File: src/design/dbcl_pkg.sv
// Shared types and constants for the debounced two-button code lock.
`default_nettype none
package dbcl_pkg;

  localparam int MaxCodeBits = 12;
  localparam int CodeW       = 12;
  localparam int LenW        = 4;
  localparam int DebW        = 16;
  localparam int TickW       = 17;

  localparam logic [TickW-1:0] TickMax     = {TickW{1'b1}};
  localparam logic [LenW-1:0]  LenReset    = LenW'(4);
  localparam logic [DebW-1:0]  DebReset    = DebW'(50);
  localparam logic [LenW-1:0]  LenMax      = LenW'(MaxCodeBits);

  // configuration register indexes
  typedef enum logic [1:0] {
    REG_SECRET   = 2'd0,
    REG_LENGTH   = 2'd1,
    REG_DEBOUNCE = 2'd2,
    REG_NONE     = 2'd3
  } reg_index_t;

  typedef struct packed {
    logic [CodeW-1:0] secret_code;
    logic [LenW-1:0]  code_length;
    logic [DebW-1:0]  debounce_ticks;
  } cfg_t;

  typedef struct packed {
    logic restart;
    logic horn_pressed;
    logic mode_pressed;
  } in_t;

  typedef struct packed {
    logic            complete;
    logic            matched;
    logic [LenW-1:0] presses_left;
  } out_t;

  // zero reads as one, anything above the maximum clamps to it
  function automatic logic [LenW-1:0] eff_length(input logic [LenW-1:0] len);
    logic [LenW-1:0] r;
    r = len;
    if (len == '0) r = LenW'(1);
    if (len > LenMax) r = LenMax;
    return r;
  endfunction

endpackage
`default_nettype wire

File: src/design/dbcl_cfg_regs.sv
// Configuration register file for the code lock.
`default_nettype none
module dbcl_cfg_regs (
  input  wire logic          clk,
  input  wire logic          rst,
  input  wire logic          cfg_valid,
  output      logic          cfg_ready,
  input  wire logic [1:0]    cfg_index,
  input  wire logic [15:0]   cfg_data,
  output      dbcl_pkg::cfg_t cfg
);
  import dbcl_pkg::*;

  reg_index_t idx;

  assign cfg_ready = 1'b1;
  assign idx       = reg_index_t'(cfg_index);

  always_ff @(posedge clk) begin
    if (rst) begin
      cfg.secret_code    <= '0;
      cfg.code_length    <= LenReset;
      cfg.debounce_ticks <= DebReset;
    end else if (cfg_valid) begin
      case (idx)
        REG_SECRET:   cfg.secret_code    <= cfg_data[CodeW-1:0];
        REG_LENGTH:   cfg.code_length    <= cfg_data[LenW-1:0];
        REG_DEBOUNCE: cfg.debounce_ticks <= cfg_data[DebW-1:0];
        default: ;
      endcase
    end
  end

endmodule
`default_nettype wire

File: src/design/dbcl_lock_step.sv
// Lock state registers and the per-tick entry update.
`default_nettype none
module dbcl_lock_step (
  input  wire logic           clk,
  input  wire logic           rst,
  input  wire dbcl_pkg::cfg_t cfg,
  input  wire logic           advance,
  input  wire dbcl_pkg::in_t  word,
  output      dbcl_pkg::out_t res
);
  import dbcl_pkg::*;

  logic [CodeW-1:0] entered_bits, entered_bits_next;
  logic [LenW-1:0]  remaining_count, remaining_count_next;
  logic [TickW-1:0] ticks_since_press, ticks_since_press_next;

  logic [LenW-1:0]  len;
  logic [TickW-1:0] ticks_start;
  logic [TickW-1:0] elapsed;
  logic [LenW-1:0]  rem;
  logic [CodeW-1:0] bits_in;
  logic             press, take;

  always_comb begin
    len         = eff_length(cfg.code_length);
    ticks_start = {1'b0, cfg.debounce_ticks} + TickW'(1);
    elapsed     = (ticks_since_press == TickMax) ? TickMax : ticks_since_press + TickW'(1);
    press       = word.horn_pressed | word.mode_pressed;
    take        = !word.restart && press && (elapsed > {1'b0, cfg.debounce_ticks});
    rem         = (remaining_count != '0) ? remaining_count - LenW'(1) : '0;
    bits_in     = entered_bits;
    if (word.horn_pressed && rem < LenW'(CodeW))
      bits_in = entered_bits | (CodeW'(1) << rem);

    entered_bits_next      = entered_bits;
    remaining_count_next   = remaining_count;
    ticks_since_press_next = elapsed;
    res.complete           = 1'b0;
    res.matched            = 1'b0;

    if (word.restart) begin
      entered_bits_next      = '0;
      remaining_count_next   = len;
      ticks_since_press_next = ticks_start;
    end else if (take) begin
      entered_bits_next      = bits_in;
      remaining_count_next   = rem;
      ticks_since_press_next = '0;
      if (rem == '0) begin
        res.complete           = 1'b1;
        res.matched            = (cfg.secret_code == bits_in);
        entered_bits_next      = '0;
        remaining_count_next   = len;
        ticks_since_press_next = ticks_start;
      end
    end else if (press) begin
      // bounce inside the window only restarts the window
      ticks_since_press_next = '0;
    end
    res.presses_left = remaining_count_next;
  end

  always_ff @(posedge clk) begin
    if (rst) begin
      entered_bits      <= '0;
      remaining_count   <= LenReset;
      ticks_since_press <= {1'b0, DebReset} + TickW'(1);
    end else if (advance) begin
      entered_bits      <= entered_bits_next;
      remaining_count   <= remaining_count_next;
      ticks_since_press <= ticks_since_press_next;
    end
  end

  a_rem_range: assert property (@(posedge clk) disable iff (rst)
    remaining_count <= LenMax)
    else $error("remaining count above max code length");

  a_restart_arms: assert property (@(posedge clk) disable iff (rst)
    advance && word.restart |=> ticks_since_press == {1'b0, cfg.debounce_ticks} + TickW'(1)
      && entered_bits == '0)
    else $error("restart did not rearm entry");

  a_complete_reload: assert property (@(posedge clk) disable iff (rst)
    advance && res.complete |=> remaining_count == eff_length(cfg.code_length)
      && entered_bits == '0)
    else $error("completion did not start a fresh entry");

endmodule
`default_nettype wire

File: src/design/debounced_two_button_code_lock_unit.sv
// Top level of the code lock: input register, entry update, result register.
//
//  channel | signals                              | dir  | word
//  in      | in_valid, in_ready, in_word          | sink | restart, horn, mode
//  out     | out_valid, out_ready, out_word       | src  | complete, matched, presses_left
//  cfg     | cfg_valid, cfg_ready, cfg_index/data | sink | register write
//
// One word per cycle unless out stalls; path: input register, then result register.
// The state update sits between the two registers and fires as a word moves to the result.
// Stall on out holds the result; the input register still takes one more word.
// Reset clears valids, loads length 4, debounce 50 and arms the next press.
`default_nettype none
module debounced_two_button_code_lock_unit (
  input  wire logic           clk,
  input  wire logic           rst,
  input  wire logic           in_valid,
  output      logic           in_ready,
  input  wire dbcl_pkg::in_t  in_word,
  output      logic           out_valid,
  input  wire logic           out_ready,
  output      dbcl_pkg::out_t out_word,
  input  wire logic           cfg_valid,
  output      logic           cfg_ready,
  input  wire logic [1:0]     cfg_index,
  input  wire logic [15:0]    cfg_data
);
  import dbcl_pkg::*;

  cfg_t cfg;
  in_t  hold_word;
  logic hold_valid;
  logic advance;
  out_t res;

  dbcl_cfg_regs u_cfg (
    .clk       (clk),
    .rst       (rst),
    .cfg_valid (cfg_valid),
    .cfg_ready (cfg_ready),
    .cfg_index (cfg_index),
    .cfg_data  (cfg_data),
    .cfg       (cfg)
  );

  assign advance  = hold_valid && (!out_valid || out_ready);
  assign in_ready = !hold_valid || advance;

  dbcl_lock_step u_step (
    .clk     (clk),
    .rst     (rst),
    .cfg     (cfg),
    .advance (advance),
    .word    (hold_word),
    .res     (res)
  );

  always_ff @(posedge clk) begin
    if (rst) begin
      hold_valid <= 1'b0;
    end else if (in_ready) begin
      hold_valid <= in_valid;
    end
  end

  always_ff @(posedge clk) begin
    if (in_valid && in_ready) begin
      hold_word <= in_word;
    end
  end

  always_ff @(posedge clk) begin
    if (rst) begin
      out_valid <= 1'b0;
    end else if (!out_valid || out_ready) begin
      out_valid <= hold_valid;
    end
  end

  always_ff @(posedge clk) begin
    if (advance) begin
      out_word <= res;
    end
  end

endmodule
`default_nettype wire

File: config.mk
export PLATFORM = sky130hd
export DESIGN_NAME = debounced_two_button_code_lock_unit
export DESIGN_NICKNAME = d
export VERILOG_FILES = /design/src/design/dbcl_pkg.sv /design/src/design/dbcl_cfg_regs.sv /design/src/design/dbcl_lock_step.sv /design/src/design/debounced_two_button_code_lock_unit.sv
export SDC_FILE = /design/constraint.sdc
export NUM_CORES = 1
export LEC_CHECK = 0
export BUFFER_PORTS_ARGS = -buffer_cell sky130_fd_sc_hd__buf_2
export CORE_AREA = 5 5 96 98
export CTS_CLUSTER_SIZE = 20
export DETAILED_ROUTE_END_ITERATION = 10
export DIE_AREA = 0 0 101 103
export GPL_TIMING_DRIVEN = 0
export PLACE_DENSITY_LB_ADDON = 0.15
export SLEW_MARGIN = 20
export SYNTH_ARGS = -nofsm -noshare
export SYNTH_HDL_FRONTEND = slang
export SYNTH_SLANG_ARGS = --single-unit
File: constraint.sdc
create_clock -name clk -period 3.8 [get_ports clk]
set_clock_uncertainty 0.2 [all_clocks]
set_input_delay 0.19 -clock clk [delete_from_list [all_inputs] [get_ports clk]]
set_output_delay 0.19 -clock clk [all_outputs]
set_load 0.01 [all_outputs]
==> metrics.md, run 1 <==
| Metric | Value |
|---|---|
| Result of the run | `finished, violations left` |
| Violations in the final reports | `setup timing` |
| Count of pins on the block boundary | `35` |
| Starting density of the core | `0.513` |
| GRT overflow | `0` |
| Clock tree root driver cell | `sky130_fd_sc_hd__clkbuf_8` |
| Hold_ws | `0.0626 ns` |
| Worst Hold Class | `input pin to flip-flop` |
| Placed wire-length estimate | `8.32 mm` |
| Leading cell types in the layout, fill and taps excluded | `65 x sky130_fd_sc_hd__nand2_1, 57 x sky130_fd_sc_hd__dfxtp_1, 45 x sky130_fd_sc_hd__a21oi_1, 43 x sky130_fd_sc_hd__nor2_1, 33 x sky130_fd_sc_hd__buf_2` |
| Final worst path period share | `1.01` |
| Fraction of post-synthesis cell area in the top cell type by area | `0.312` |
| Buffer depth of the longest clock path | `2` |
| Most common cell after layout, fill and taps aside | `sky130_fd_sc_hd__nand2_1` |
| Buffers added on ports | `32` |
| TritonCTS clock tree | `done` |
| Routed Wire Length | `12.2 mm` |
| Net count after synthesis | `565` |
| Number of global-route vias before repair | `3904` |
| Area enclosed by the die boundary | `10400 sq um` |
| Part of the Yosys area used for sequential elements | `0.375` |
| Slew margin rel. | `0.425` |
| Number of placement rows | `34` |
| Post-route minimum period | `3.83 ns` |
| Clock transition time at the flip-flop clock pins of the worst setup and hold paths | `0.09 ns` |
| Post-layout power | `0.00198 W` |
| Pre-CTS worst setup slack | `-0.795 ns` |
| Met2 WL post-DR | `5.88 mm` |
| Highest metal used | `met4` |
| Worst-path fanout max | `8` |
| Worst supply voltage drop on vdd | `0.270 mV` |
| Largest cells by area after synthesis | `sky130_fd_sc_hd__dfxtp_1 31%, sky130_fd_sc_hd__edfxtp_1 6.3%, sky130_fd_sc_hd__nand2_1 6.2%, sky130_fd_sc_hd__xnor2_1 5.9%, sky130_fd_sc_hd__a21oi_1 5.7%` |
| Global-route wire length before repair | `19.3 mm` |
| Post-DR wirelength/cell | `16.9 um` |
| Category of the worst setup path capture point | `flip-flop` |
| Start-to-end type of the worst setup path | `flip-flop to flip-flop` |
| Final setup viols | `1` |
| Accumulated negative setup slack | `-0.0282 ns` |
| Sink count of the clock tree | `76` |
| Top_reg_cell synth | `sky130_fd_sc_hd__dfxtp_1` |
| Average cell area after synthesis | `8.25 sq um` |
| Antenna diode count | `0` |
| Synth warnings | `0` |
| DR pass1 iterations | `7` |
| Cell leakage power | `2.09 nW` |
| M1 wire length | `5.36 mm` |
| Number of antenna violations at the first check in global routing | `0` |
| Synth unique cells | `58` |
| Final Max Slew Viols | `0` |
| Layout net count | `650` |
| Area Overhead vs Synth | `28.2%` |
| EDFF count, synth | `9` |
| Maximum number of pins on one net before global-route repair | `16` |
| Post-detailed-route DRC marker count | `0` |
| Routability congestion estimate from global placement | `0.893` |
| Highest Clock Rate | `0.261 GHz` |
| Cell area after technology mapping | `4300 sq um` |
| Total core area | `8380 sq um` |
| Setup repair after global routing missed its margin | `true` |
| Utilization after layout | `0.657` |
| Synthesis-stage register bit count | `76` |
| Total via count in the routed design | `4123` |
| Critical path data arrival time | `3.72 ns` |
| Fraction of registers with async set or reset after synthesis | `0` |
| Share of layout cells above drive strength 1 | `0.216` |
| Synth area leader | `sky130_fd_sc_hd__dfxtp_1` |
| Cell area power density | `360 nW/um^2` |
| Launching element type of the critical path | `flip-flop` |
| CP required | `3.69 ns` |
| Number of antenna-violating nets in the routed design | `0` |
| Clock network latency to the later pin of the worst-skew pair | `0.35 ns` |
| Count of final hold-check violations | `0` |
| Aggregate global-route resource usage | `0.237` |
| Gate count of the mapped netlist | `521` |
| Detailed route wirelength on metal3 | `691 um` |
| Detail-routed via count per cell | `5.73` |
| Final WS setup | `-0.0282 ns` |
| Initial drt markers | `299` |
| Clock buffer count from CTS | `9` |
| Width of the die | `101 um` |
| Number of maximum-capacitance violations | `0` |
| Die Span Y | `103 um` |
| CTS H-tree depth | `3` |
| Slew at the pin closest to its max-slew limit | `0.862 ns` |
==> layout make-up <==
cell class                 count  area, sq um
tap                          108          135
clock inverter                 6         90.1
clock buffer                  10          128
timing repair buffer          74          536
inverter                      20         75.1
multi-input combinational    395         2750
fill                         695         2870
sequential                    76         1640
buffer                        30          160
==> state kept, by name, indices dropped and copies added (netlist names) <==
| name | cells |
|---|---|
| u_cfg.cfg | 32 |
| u_step.ticks_since_press | 17 |
| u_step.entered_bits | 12 |
| out_word | 6 |
| u_step.remaining_count | 4 |
| hold_word | 3 |
| hold_valid | 1 |
| out_valid | 1 |
==> worst paths after layout <==
kind	start	end	slack, ns	depth (start not counted)
max	u_step.ticks_since_press[4]$_SDFFE_PP1P_	out_word[1]$_DFFE_PP_	-0.03	15
min	cfg_index[1]	u_cfg.cfg[30]$_SDFFE_PP0P_	0.06	4
max reg2reg	u_step.ticks_since_press[4]$_SDFFE_PP1P_	out_word[1]$_DFFE_PP_	-0.03	15
min reg2reg	u_step.entered_bits[4]$_SDFFE_PP0P_	u_step.entered_bits[4]$_SDFFE_PP0P_	0.27	1
==> stage by stage <==
stage	cells	area, sq um
6_report	719	5510
3_3_place_gp	661	4590
2_1_floorplan	521	4300
5_1_grt	719	5510
4_1_cts	715	5380
3_5_place_dp	661	4590
==> report_power, final <==
part / internal, W / switching, W / leakage, nW / total, W
registers: 0.000847 / 0.0000333 / 0.634 / 0.000880
logic: 0.000184 / 0.000230 / 1.35 / 0.000414
clock network: 0.000371 / 0.000316 / 0.106 / 0.000687
==> cell families after synthesis <==
kind of cell	count (synthesis)	synth area share
AO/OA/AOI/OAI	130	0.198
XOR/XNOR	35	0.0713
adder cells (fa/ha/maj)	18	0.0524
buffers and inverters	50	0.0501
flip-flops	76	0.375
multiplexers	15	0.0349
other	1	0.000873
AND/OR/NAND/NOR	196	0.217
==> metal layers <==
layer / vias up / track usage
met4: 0 / 0.0838
met5: - / 0
met1: 1939 / 0.315
met3: 22 / 0.0332
li1: 2015 / -
met2: 147 / 0.395
==> timing repair <==
action / in CTS / in global routing
pin swaps: 10 / 19
setup buffers: 15 / 4
hold buffers: 22 / 0
endpoints found under the hold margin: 37 / 0
gates cloned: 1 / 0
resized for setup: 50 / 23
endpoints found under the setup margin: 39 / 36
==> synth_stat cells, types with 2 or more instances <==
cell type	instances
sky130_fd_sc_hd__a21o_1	2
sky130_fd_sc_hd__a21oi_1	49
sky130_fd_sc_hd__a221oi_1	3
sky130_fd_sc_hd__a22oi_1	3
sky130_fd_sc_hd__a22oi_2	5
sky130_fd_sc_hd__a311o_1	2
sky130_fd_sc_hd__a31oi_1	9
sky130_fd_sc_hd__and2_1	4
sky130_fd_sc_hd__and3_1	7
sky130_fd_sc_hd__and4_1	4
sky130_fd_sc_hd__buf_1	2
sky130_fd_sc_hd__buf_4	3
sky130_fd_sc_hd__buf_6	2
sky130_fd_sc_hd__clkbuf_1	22
sky130_fd_sc_hd__dfxtp_1	67
sky130_fd_sc_hd__edfxtp_1	9
sky130_fd_sc_hd__ha_1	18
sky130_fd_sc_hd__inv_1	20
sky130_fd_sc_hd__mux2i_1	15
sky130_fd_sc_hd__nand2_1	71
sky130_fd_sc_hd__nand2b_1	3
sky130_fd_sc_hd__nand3_1	17
sky130_fd_sc_hd__nand3b_1	2
sky130_fd_sc_hd__nand4_1	7
sky130_fd_sc_hd__nor2_1	43
sky130_fd_sc_hd__nor2b_1	6
sky130_fd_sc_hd__nor3_1	17
sky130_fd_sc_hd__nor3b_1	4
sky130_fd_sc_hd__nor4_1	4
sky130_fd_sc_hd__o211ai_1	5
sky130_fd_sc_hd__o21a_1	11
sky130_fd_sc_hd__o21ai_0	22
sky130_fd_sc_hd__o21ai_1	3
sky130_fd_sc_hd__o221a_2	2
sky130_fd_sc_hd__or3_1	2
sky130_fd_sc_hd__xnor2_1	29
sky130_fd_sc_hd__xor2_1	6
==> worst max-delay path, cell delays in order, from the launching register on <==
cell                        delay (ns)
sky130_fd_sc_hd__dfxtp_2          0.33
sky130_fd_sc_hd__buf_6            0.11
sky130_fd_sc_hd__nand4_4          0.12
sky130_fd_sc_hd__nor3_4           0.23
sky130_fd_sc_hd__buf_6            0.13
sky130_fd_sc_hd__nand3_4          0.09
sky130_fd_sc_hd__clkbuf_8         0.18
sky130_fd_sc_hd__nand2_1          0.15
sky130_fd_sc_hd__ha_4             0.24
sky130_fd_sc_hd__a21oi_1          0.18
sky130_fd_sc_hd__nand2_1          0.11
sky130_fd_sc_hd__a2111oi_4        0.33
sky130_fd_sc_hd__a21bo_2          0.31
sky130_fd_sc_hd__a311o_1          0.34
sky130_fd_sc_hd__buf_6            0.16
sky130_fd_sc_hd__a311o_1          0.34
(Power assumes the default switching activity.)
==> run 2: changes to the inputs <==
PLACE_DENSITY = 0.76   (was unset)
PLACE_DENSITY_LB_ADDON = unset   (was 0.15)
==> metrics.md, run 2 (synthesis gave the netlist of run 1 again) <==
| Metric | Value |
|---|---|
| Number of cells in the finished layout apart from fillers | `744 (was 719)` |
| DP Area | `4590 sq um (unchanged)` |
| Critical path data arrival time | `3.90 ns (was 3.72 ns)` |
| TritonCTS clock tree | `done (unchanged)` |
| Post-route minimum period | `4.01 ns (was 3.83 ns)` |
| Total core area | `8380 sq um (unchanged)` |
| DR pass1 iterations | `6 (was 7)` |
| Die Span Y | `103 um (unchanged)` |
| Share of total power in combinational logic | `0.258 (was 0.209)` |
| Number of buffer and inverter instances along the worst setup path | `2 (was 4)` |
| Antenna diode count | `0 (unchanged)` |
| Slew margin rel. | `0.458 (was 0.425)` |
| Clock transition time at the flip-flop clock pins of the worst setup and hold paths | `0.09 ns (about the same)` |
| Slowest stage cell, crit path | `sky130_fd_sc_hd__dfxtp_1 (was sky130_fd_sc_hd__a311o_1)` |
| Number of placement rows | `34 (unchanged)` |
| Final setup viols | `36 (was 1)` |
| Number of global-route vias before repair | `4361 (was 3904)` |
| Cell leakage power | `2.28 nW (was 2.09 nW)` |
| Share of power burned in the clock network | `0.289 (was 0.347)` |
| Number of antenna violations at the first check in global routing | `0 (unchanged)` |
| Total via count in the routed design | `4653 (was 4123)` |
| Cell-internal power | `0.00133 W (was 0.00140 W)` |
| Utilization after layout | `0.705 (was 0.657)` |
| Number of maximum-capacitance violations | `0 (unchanged)` |
| Starting density of the core | `0.513 (unchanged)` |
| CTS H-tree depth | `3 (unchanged)` |
| Placed wire-length estimate | `8.39 mm (was 8.32 mm)` |
| Switching Share | `0.319 (was 0.292)` |
| Total placed cells including tap cells | `661 (unchanged)` |
| Area enclosed by the die boundary | `10400 sq um (unchanged)` |
| Leading cell types in the layout, fill and taps excluded | `60 x sky130_fd_sc_hd__dfxtp_1, 59 x sky130_fd_sc_hd__nand2_1, 42 x sky130_fd_sc_hd__nor2_1, 40 x sky130_fd_sc_hd__a21oi_1, 35 x sky130_fd_sc_hd__buf_4 (was 65 x sky130_fd_sc_hd__nand2_1, 57 x sky130_fd_sc_hd__dfxtp_1, 45 x sky130_fd_sc_hd__a21oi_1, 43 x sky130_fd_sc_hd__nor2_1, 33 x sky130_fd_sc_hd__buf_2)` |
| Routability congestion estimate from global placement | `0.914 (was 0.893)` |
| Layout net count | `675 (was 650)` |
| Buffers added on ports | `32 (unchanged)` |
| Final WS setup | `-0.213 ns (was -0.0282 ns)` |
| Slew at the pin closest to its max-slew limit | `0.813 ns (was 0.862 ns)` |
| Buffer depth of the longest clock path | `2 (unchanged)` |
| GRT overflow | `0 (unchanged)` |
| Maximum number of pins on one net before global-route repair | `16 (unchanged)` |
| Slowest Stage Delay on Critical Path | `0.45 ns (was 0.34 ns)` |
| Clock tree root driver cell | `sky130_fd_sc_hd__clkbuf_8 (unchanged)` |
| Cell family with most CP delay | `compound AO/OA/AOI/OAI gates (unchanged)` |
| Final design instance area without fill | `5910 sq um (was 5510 sq um)` |
| Sink count of the clock tree | `76 (unchanged)` |
| Post-layout power | `0.00196 W (was 0.00198 W)` |
| Largest registers | `u_cfg.cfg (32), u_step.ticks_since_press (17), u_step.entered_bits (12) (unchanged)` |
| Most common cell after layout, fill and taps aside | `sky130_fd_sc_hd__dfxtp_1 (was sky130_fd_sc_hd__nand2_1)` |
| Flip-flop count of the largest register, all copies and words added | `32 (unchanged)` |
| Share of layout cells above drive strength 1 | `0.281 (was 0.216)` |
| Most used cell, CP | `sky130_fd_sc_hd__a311o_1 (was sky130_fd_sc_hd__buf_6)` |
| Number of antenna-violating nets in the routed design | `0 (unchanged)` |
| Highest Clock Rate | `0.249 GHz (was 0.261 GHz)` |
| Worst supply voltage drop on vdd | `0.238 mV (was 0.270 mV)` |
| Global-route wire length before repair | `21.3 mm (was 19.3 mm)` |
| Clock buffer count from CTS | `9 (unchanged)` |
| Post-DR wirelength/cell | `19.6 um (was 16.9 um)` |
| Violations in the final reports | `setup timing (unchanged)` |
| Aggregate global-route resource usage | `0.259 (was 0.237)` |
| Hold_ws | `0.100 ns (was 0.0626 ns)` |
| Critical-path cell list | `and4_2 -> and3_2 -> nand3_4 -> clkbuf_16 -> nand2_4 -> ha_4 -> a21oi_2 -> o21ai_2 -> a2111oi_4 -> a21bo_2 -> a311o_1 -> buf_6 -> a311o_1 (was buf_6 -> nand4_4 -> nor3_4 -> buf_6 -> nand3_4 -> clkbuf_8 -> nand2_1 -> ha_4 -> a21oi_1 -> nand2_1 -> a2111oi_4 -> a21bo_2 -> a311o_1 -> buf_6 -> a311o_1)` |
| Final worst path period share | `1.06 (was 1.01)` |
| Count of final hold-check violations | `0 (unchanged)` |
| Start-to-end type of the worst setup path | `flip-flop to flip-flop (unchanged)` |
| Worst Hold Class | `input pin to flip-flop (unchanged)` |
| Launching element type of the critical path | `flip-flop (unchanged)` |
| Category of the worst setup path capture point | `flip-flop (unchanged)` |
| Detail-routed via count per cell | `6.25 (was 5.73)` |
| Setup repair after global routing missed its margin | `true (unchanged)` |
| Width of the die | `101 um (unchanged)` |
| Worst-path fanout max | `8 (unchanged)` |
| Switching power total | `0.000625 W (was 0.000579 W)` |
| Cell area power density | `331 nW/um^2 (was 360 nW/um^2)` |
| Count of pins on the block boundary | `35 (unchanged)` |
| CP required | `3.69 ns (about the same)` |
| Final Max Slew Viols | `0 (unchanged)` |
| Routed Wire Length | `14.6 mm (was 12.2 mm)` |
| Area Overhead vs Synth | `37.4% (was 28.2%)` |
| Register with the highest flop count | `u_cfg.cfg (unchanged)` |
| Clock network latency to the later pin of the worst-skew pair | `0.35 ns (about the same)` |
| Result of the run | `finished, violations left (unchanged)` |
| Part of the power in registers | `0.452 (was 0.444)` |
| Initial drt markers | `487 (was 299)` |
| Post-detailed-route DRC marker count | `0 (unchanged)` |
==> run 2: cell count changes in the layout (fill, tap and decap cells not counted), sizes merged <==
| cell | before | now |
|---|---|---|
| bufinv | 2 | 0 |
| clkinv | 3 | 1 |
| inv | 20 | 22 |
| buf | 60 | 84 |
| clkbuf | 32 | 34 |
| clkinvlp | 1 | 2 |
==> run 2: path summary, 6_finish.rpt <==
check | endpoint | cells past startpoint | slack, ns | start
max | out_word[1]$_DFFE_PP_ | 13 | -0.21 | u_step.ticks_since_press[12]$_SDFFE_PP0P_
max reg2reg | out_word[1]$_DFFE_PP_ | 13 | -0.21 | u_step.ticks_since_press[12]$_SDFFE_PP0P_
min reg2reg | u_step.entered_bits[5]$_SDFFE_PP0P_ | 1 | 0.27 | u_step.entered_bits[5]$_SDFFE_PP0P_
min | u_cfg.cfg[30]$_SDFFE_PP0P_ | 4 | 0.10 | cfg_index[0]
==> run 2: what timing repair did <==
action,CTS,global route
hold buffers,22,0
resized for setup,56,65
endpoints found under the hold margin,37,0
buffers inserted,31,10
pin swaps,16,45
setup endpoints to repair,39,38
gates cloned,1,3
==> run 2: per-stage QoR <==
step	TNS, ns	worst slack (ns)
2_1_floorplan	0	0.0341
3_3_place_gp	-25.80	-0.812
3_5_place_dp	-26.14	-0.808
6_report	-3.73	-0.213
5_1_grt	-6.16	-0.267
4_1_cts	-0.0693	-0.0315
==> run 2: worst register-to-register path, delay by kind of cell (launching register included) <==
kind / cells / cell delay (ns)
flip-flops: 1 / 0.45
adder cells (fa/ha/maj): 1 / 0.21
AND/OR/NAND/NOR: 4 / 0.83
buffers and inverters: 2 / 0.39
AO/OA/AOI/OAI: 6 / 1.68
==> run 2: final cells by class <==
class / count / area (sq um)
Sequential cell: 76 / 1630
Inverter: 20 / 75.1
Fill cell: 551 / 2470
Clock buffer: 11 / 141
Timing Repair Buffer: 99 / 773
Tap cell: 108 / 135
Buffer: 30 / 179
Clock inverter: 5 / 35.0
Multi-Input combinational cell: 395 / 2940
==> run 2: power by group through the flow <==
stage	Sequential, W	Combinational, W	Clock [W]
final	0.000885	0.000505	0.000566
after global routing	0.000889	0.000534	0.000612
after CTS	0.000879	0.000405	0.000572
after detailed placement	0.000897	0.000306	0
after global placement	0.000894	0.000296	0
after floorplan	0.000890	0.000222	0
==> run 2: per-layer routing <==
layer	GRT usage	vias up	wire, um
li1	-	2070	-
met1	0.323	2172	5610
met5	0	-	0
met2	0.424	310	6720
met4	0.137	0	954
met3	0.0507	101	1300
